==> src/sv/nwm_pkg.sv <==
// ----------------------------------------------------------------------------
// nwm_pkg
// Shared types, constants and byte classifiers for the numeric word masker.
// ----------------------------------------------------------------------------
package nwm_pkg;

    localparam logic [7:0] CHAR_X = 8'h78;  // 'x'

    typedef struct packed {
        logic [7:0] char_in;
        logic       line_end;
    } in_item_t;

    typedef struct packed {
        logic [7:0] char_out;
        logic       last_out;
    } out_item_t;

    // space, tab, newline, vertical tab, form feed, carriage return
    function automatic logic is_space(input logic [7:0] c);
        return (c == 8'h20) || ((c >= 8'h09) && (c <= 8'h0D));
    endfunction

    function automatic logic is_digit(input logic [7:0] c);
        return (c >= 8'h30) && (c <= 8'h39);
    endfunction

endpackage

==> src/sv/nwm_ram.sv <==
// ----------------------------------------------------------------------------
// nwm_ram
// Generic single-write, single-read RAM with a registered read port.
// ----------------------------------------------------------------------------
module nwm_ram #(
    parameter int WIDTH = 8,
    parameter int DEPTH = 32
) (
    input  logic                       clk,
    input  logic                       we,
    input  logic [$clog2(DEPTH)-1:0]   waddr,
    input  logic [WIDTH-1:0]           wdata,
    input  logic                       re,
    input  logic [$clog2(DEPTH)-1:0]   raddr,
    output logic [WIDTH-1:0]           rdata
);

    logic [WIDTH-1:0] mem [DEPTH];
    logic [WIDTH-1:0] rdata_reg;

    always_ff @(posedge clk)
    begin
        if (we)
        begin
            mem[waddr] <= wdata;
        end
        if (re)
        begin
            rdata_reg <= mem[raddr];
        end
    end

    assign rdata = rdata_reg;

endmodule

==> src/sv/numeric_word_masker.sv <==
// ----------------------------------------------------------------------------
// numeric_word_masker
// Buffers each word of a byte stream and replays it at the word boundary,
// masking all-digit words with 'x'. Overlong words pass through unchanged.
// ----------------------------------------------------------------------------
//  channel | direction | handshake            | payload
//  in      | input     | in_valid / in_ready  | nwm_pkg::in_item_t
//  out     | output    | out_valid / out_ready| nwm_pkg::out_item_t
//
//  A byte that only enters the word store is taken without leaving ST_IDLE. A
//  byte that ends a word is transferred; each stored byte is then replayed by a
//  RAM read (ST_READ) and an output load (ST_SEND), one at a time through the
//  single read port, then any trailing byte follows (ST_TAIL); input waits.
//  Reset (rst_n low, asynchronous) clears counters and the sequencer; the
//  word store needs no clearing. A stalled output holds the sequencer.
// ----------------------------------------------------------------------------
module numeric_word_masker #(
    parameter int WORD_MAX = 32
) (
    input  logic                clk,
    input  logic                rst_n,
    input  logic                in_valid,
    output logic                in_ready,
    input  nwm_pkg::in_item_t   in_data,
    output logic                out_valid,
    input  logic                out_ready,
    output nwm_pkg::out_item_t  out_data
);

    localparam int CW = $clog2(WORD_MAX + 1);
    localparam int AW = $clog2(WORD_MAX);

    typedef enum logic [3:0] {
        ST_IDLE = 4'b0001,
        ST_READ = 4'b0010,
        ST_SEND = 4'b0100,
        ST_TAIL = 4'b1000
    } state_t;

    state_t             state_reg, state_next;
    logic [CW-1:0]      count_reg, count_next;
    logic               all_dig_reg, all_dig_next;
    logic               ovf_reg, ovf_next;
    logic [CW-1:0]      idx_reg, idx_next;
    logic [CW-1:0]      len_reg, len_next;
    logic               mask_reg, mask_next;
    logic               final_reg, final_next;
    logic               tail_reg, tail_next;
    logic [7:0]         char_reg, char_next;
    logic               le_reg, le_next;

    logic               out_valid_reg, out_valid_next;
    nwm_pkg::out_item_t out_data_reg, out_data_next;

    logic               in_xfer;
    logic               out_free;
    logic               out_load;
    nwm_pkg::out_item_t out_load_data;
    logic               sp, dig, full;
    logic               ram_we, ram_re;
    logic [7:0]         ram_rdata;
    logic [CW-1:0]      idx_inc;
    logic               rep_last;

    assign in_ready = (state_reg == ST_IDLE);
    assign in_xfer  = in_valid && in_ready;
    assign out_free = !out_valid_reg || out_ready;

    assign sp   = nwm_pkg::is_space(in_data.char_in);
    assign dig  = nwm_pkg::is_digit(in_data.char_in);
    assign full = (count_reg == CW'(WORD_MAX));

    assign ram_we   = in_xfer && !sp && !ovf_reg && !full;
    assign ram_re   = (state_reg == ST_READ);
    assign idx_inc  = idx_reg + 1'b1;
    assign rep_last = (idx_inc == len_reg);

    nwm_ram #(
        .WIDTH (8),
        .DEPTH (WORD_MAX)
    ) u_store (
        .clk   (clk),
        .we    (ram_we),
        .waddr (count_reg[AW-1:0]),
        .wdata (in_data.char_in),
        .re    (ram_re),
        .raddr (idx_reg[AW-1:0]),
        .rdata (ram_rdata)
    );

    always_comb
    begin
        state_next    = state_reg;
        count_next    = count_reg;
        all_dig_next  = all_dig_reg;
        ovf_next      = ovf_reg;
        idx_next      = idx_reg;
        len_next      = len_reg;
        mask_next     = mask_reg;
        final_next    = final_reg;
        tail_next     = tail_reg;
        char_next     = char_reg;
        le_next       = le_reg;
        out_load      = 1'b0;
        out_load_data = '{char_out: char_reg, last_out: le_reg};

        unique case (state_reg)
            ST_IDLE:
            begin
                if (in_xfer)
                begin
                    char_next  = in_data.char_in;
                    le_next    = in_data.line_end;
                    idx_next   = '0;
                    final_next = 1'b0;
                    mask_next  = 1'b0;
                    if (sp)
                    begin
                        len_next     = ovf_reg ? '0 : count_reg;
                        mask_next    = all_dig_reg;
                        tail_next    = 1'b1;
                        count_next   = '0;
                        all_dig_next = 1'b1;
                        ovf_next     = 1'b0;
                    end
                    else if (ovf_reg)
                    begin
                        len_next  = '0;
                        tail_next = 1'b1;
                    end
                    else if (full)
                    begin
                        // flush the stored part unchanged, rest streams through
                        len_next   = count_reg;
                        tail_next  = 1'b1;
                        count_next = '0;
                        ovf_next   = 1'b1;
                    end
                    else
                    begin
                        len_next     = in_data.line_end ? count_reg + 1'b1 : '0;
                        mask_next    = all_dig_reg && dig;
                        final_next   = 1'b1;
                        tail_next    = 1'b0;
                        count_next   = count_reg + 1'b1;
                        all_dig_next = all_dig_reg && dig;
                    end
                    if (in_data.line_end)
                    begin
                        count_next   = '0;
                        all_dig_next = 1'b1;
                        ovf_next     = 1'b0;
                    end

                    if (len_next != '0)
                    begin
                        state_next = ST_READ;
                    end
                    else if (tail_next)
                    begin
                        state_next = ST_TAIL;
                    end
                end
            end
            ST_READ:
            begin
                state_next = ST_SEND;
            end
            ST_SEND:
            begin
                if (out_free)
                begin
                    out_load      = 1'b1;
                    out_load_data = '{char_out: mask_reg ? nwm_pkg::CHAR_X : ram_rdata,
                                      last_out: final_reg && rep_last};
                    idx_next      = idx_inc;
                    if (!rep_last)
                    begin
                        state_next = ST_READ;
                    end
                    else if (tail_reg)
                    begin
                        state_next = ST_TAIL;
                    end
                    else
                    begin
                        state_next = ST_IDLE;
                    end
                end
            end
            ST_TAIL:
            begin
                if (out_free)
                begin
                    out_load   = 1'b1;
                    state_next = ST_IDLE;
                end
            end
            default:
            begin
                state_next = ST_IDLE;
            end
        endcase

        out_valid_next = out_load ? 1'b1 : (out_valid_reg && !out_ready);
        out_data_next  = out_load ? out_load_data : out_data_reg;
    end

    always_ff @(posedge clk or negedge rst_n)
    begin
        if (!rst_n)
        begin
            state_reg     <= ST_IDLE;
            count_reg     <= '0;
            all_dig_reg   <= 1'b1;
            ovf_reg       <= 1'b0;
            idx_reg       <= '0;
            len_reg       <= '0;
            tail_reg      <= 1'b0;
            out_valid_reg <= 1'b0;
        end
        else
        begin
            state_reg     <= state_next;
            count_reg     <= count_next;
            all_dig_reg   <= all_dig_next;
            ovf_reg       <= ovf_next;
            idx_reg       <= idx_next;
            len_reg       <= len_next;
            tail_reg      <= tail_next;
            out_valid_reg <= out_valid_next;
        end
    end

    always_ff @(posedge clk)
    begin
        mask_reg     <= mask_next;
        final_reg    <= final_next;
        char_reg     <= char_next;
        le_reg       <= le_next;
        out_data_reg <= out_data_next;
    end

    assign out_valid = out_valid_reg;
    assign out_data  = out_data_reg;

endmodule

==> config.mk <==
export PLATFORM = sky130hd
export DESIGN_NAME = numeric_word_masker
export DESIGN_NICKNAME = d
export VERILOG_FILES = /design/src/sv/nwm_pkg.sv /design/src/sv/nwm_ram.sv /design/src/sv/numeric_word_masker.sv
export SDC_FILE = /design/constraint.sdc
export NUM_CORES = 1
export LEC_CHECK = 0
export ABC_CLOCK_PERIOD_IN_PS = 6400
export BUFFER_PORTS_ARGS = -buffer_cell sky130_fd_sc_hd__buf_2
export CAP_MARGIN = 20
export CORE_ASPECT_RATIO = 1.4
export CORE_MARGIN = 2
export CORE_UTILIZATION = 45
export DETAILED_ROUTE_END_ITERATION = 16
export GPL_ROUTABILITY_DRIVEN = 0
export PLACE_DENSITY_LB_ADDON = 0.08
export SYNTH_ARGS = -nofsm -noshare
export SYNTH_HDL_FRONTEND = slang
export SYNTH_SLANG_ARGS = --single-unit
==> constraint.sdc <==
create_clock -name clk -period 6.4 [get_ports clk]
set_input_delay 0.64 -clock clk [delete_from_list [all_inputs] [get_ports clk]]
set_output_delay 0.64 -clock clk [all_outputs]
set_load 0.01 [all_outputs]
==> results_dict.tcl <==
set metrics [dict create \
    outcome "finished, final reports clean" \
    ctsResizeCount 0 \
    worstHoldPathType "in -> async" \
    track_usage_pct 20.6 \
    pin_count 24 \
    root_buffer "clkbuf_16" \
    cp-startpoint "state_reg[0]" \
    holdBufCountCts 0 \
    drt-total-wl_um 29800 \
    period_needed_ns 3.90 \
    postPlaceCellArea_um2 13200 \
    ys_async_sr_fraction_pct 8.39 \
    synth-compound-area-share_pct 4.03 \
    rsz0062_at_grt "no" \
    path_max_fanout 19 \
    clock_sinks 310 \
    syn_area_um2 12700 \
    synth_mux_area_share_pct 15.1 \
    power-per-cell-area_nw_per_um2 340 \
    fp.dieH_um 203 \
    path_cells "or4b_1, inv_2, nand2_1, inv_2, and3_1, nand2_1, nor2_1" \
    drive_gt1_share_pct 24.6 \
    ys.flop_type "edfxtp_1" \
    fmax_mhz 257 \
    cpPeakStageDelay_ns 0.81 \
    dp_hpwl_um 19200 \
    cp_data_arrival_time_ns 4.10 \
    numCtsBuffers 30 \
    syn2layout_area_growth_pct 11.6 \
    ys_seq_area_share_pct 72.2 \
    cpLargestDelayFamily "simple AND/OR/NAND/NOR gates" \
    synthSimpleGateAreaFrac_pct 5.80 \
    initial_core_util_pct 45.8 \
    finalHoldViolCount 0 \
    final_nets 735 \
    ys_types 60 \
    coreArea_um2 27700 \
    fillers 2293 \
    wire_per_inst_um 26.8 \
    synthAdderAreaFrac_pct 0.492 \
    drtAntennaViolNets 0 \
    dieArea_um2 29600 \
    clock_skew_ns 0.0175 \
    yosys_warnings 0 \
    power_leakage_nw 4.50 \
    synth_edf_count 284 \
    reg2reg_to "u_store.mem[0][2]" \
    grt_pass1_wl_um 44900 \
    io_buffers 23 \
    first_iter_violations 443 \
    cp-start-kind "register" \
    cap_violations 0 \
    clk_latency_ns 0.57 \
    r2r_setup_slack_ns 2.50 \
    rr_startpoint "state_reg[0]" \
    cts.clk_slew.worst_paths_ns 0.07 \
    antenna_found_initial 0 \
    synthXorXnorAreaFrac_pct 0.896 \
    setup_tns_ns 0 \
    path_buf_inv 2 \
    fp.dieW_um 146 \
    num_rows 72 \
    synth_top_family_by_area "multiplexers" \
    worstMarginPinSlew_ns 1.02 \
    cts_tree "done" \
    fin_area_um2 14200 \
    post_cts_buffers 0 \
    h-tree-depth 1 \
    synthesis.nets 702 \
    cp.required_ns 6.60 \
    route.detailed.drc 0 \
    vdd_ir_drop_max_uv 246 \
    largest_reg_flops 256 \
    overflow 0 \
    clk_path_buf_depth 3 \
    grt_max_degree 69 \
    post-route-period-util_pct 60.9 \
    num_antenna_cells 0 \
    maxSlewHeadroom_pct 31.8 \
    vias 6543 \
    rr_worst_depth 7 \
    slew_viol_final 0 \
    setup_viol 0 \
    cp-end-kind "register" \
    syn_area_per_cell_um2 18.6 \
    drt-vias-per-instance 5.89 \
    worstSetupPathType "reg -> reg" \
    grt_pass1_vias 6827 \
    drtPass1Iterations 4 \
    crit_slowest_cell "nor2_1" \
    syn_inst 684 \
    synth_seq_cells 310 \
]
==> power by group <==
part | total [mW] | leakage [nW] | internal [mW] | switching (mW)
logic | 0.655 | 1.13 | 0.282 | 0.373
registers | 2.43 | 2.90 | 2.33 | 0.103
clock network | 1.74 | 0.462 | 0.981 | 0.755
total | 4.82 | 4.50 | 3.59 | 1.23
==> metal layers <==
metal / share of wire [%] / global-route usage [%] / up-vias
met5: 0 / 0 / -
met4: 2.6 / 6.10 / 0
met3: 4.5 / 2.36 / 50
met1: 40 / 26.5 / 3474
li1: - / - / 2823
met2: 53 / 37.0 / 196
==> kinds of logic (layout without fill, tap and decap cells) <==
group / count (synthesis) / in the layout
flip-flops: 310 / 310
AND/OR/NAND/NOR: 152 / 152
multiplexers: 91 / 91
AO/OA/AOI/OAI: 74 / 74
buffers and inverters: 39 / 96
XOR/XNOR: 13 / 13
adder cells (fa/ha/maj): 5 / 5
==> synth_stat cells, drive strengths merged, types with 7 or more instances <==
library cell / instances / area share (%)
nand3: 10 / 0.39
xor2: 7 / 0.48
nand2b: 8 / 0.39
nor2: 57 / 1.7
mux4: 80 / 14
dfrtp: 24 / 4.7
buf: 17 / 0.77
edfxtp: 284 / 67
clkbuf: 17 / 0.50
mux2: 8 / 0.71
o21ai: 31 / 1.2
nand2: 42 / 1.2
==> worst max-delay path by stage <==
stage                                     to  cells after the start
after detailed placement   u_store.mem[1][2]                      7
after global placement     u_store.mem[1][3]                      7
after CTS                  u_store.mem[1][2]                      7
after global routing       u_store.mem[0][2]                      7
after floorplan           u_store.mem[31][0]                      7
final                      u_store.mem[0][2]                      7
==> cell type report <==
cell class	instances	area, µm²	area share [%]
Timing Repair Buffer	35	205	1.45
Sequential cell	310	9190	64.7
Tap cell	370	463	3.26
Clock inverter	21	191	1.35
Inverter	5	18.8	0.132
Multi-Input combinational cell	335	3350	23.6
Clock buffer	35	769	5.42
==> cell usage in the layout (no fill, tap or decap), types with 5 or more instances in the layout <==
master	Yosys	routed
a21oi_1	5	5
buf_2	9	23
buf_4	2	12
clkbuf_1	17	5
clkbuf_16	0	30
clkinv_1	0	6
clkinv_2	0	7
dfrtp_1	24	22
edfxtp_1	284	284
ha_1	5	5
mux2_2	8	8
mux4_2	80	80
nand2_1	42	42
nand2b_1	8	8
nand3_1	10	10
nand3b_1	5	5
nor2_1	57	57
nor3_1	6	6
o21a_1	5	5
o21ai_0	30	30
xnor2_1	6	6
xor2_1	7	7
==> metrics by stage <==
stage / hold WS [ns] / total power, mW / instances / worst slack, ns / utilization [%]
final: 0.0754 / 4.82 / 1111 / 2.50 / 51.1
after global routing: 0.116 / 5.00 / 1111 / 2.34 / 51.1
after CTS: 0.0733 / 4.87 / 1111 / 2.58 / 51.1
after detailed placement: 0.511 / 3.13 / 1055 / 2.58 / 47.7
after global placement: 0.492 / 3.12 / 1055 / 2.69 / 47.7
after floorplan: 0.344 / 2.89 / 684 / 3.67 / -
(Power assumes the default switching activity.)
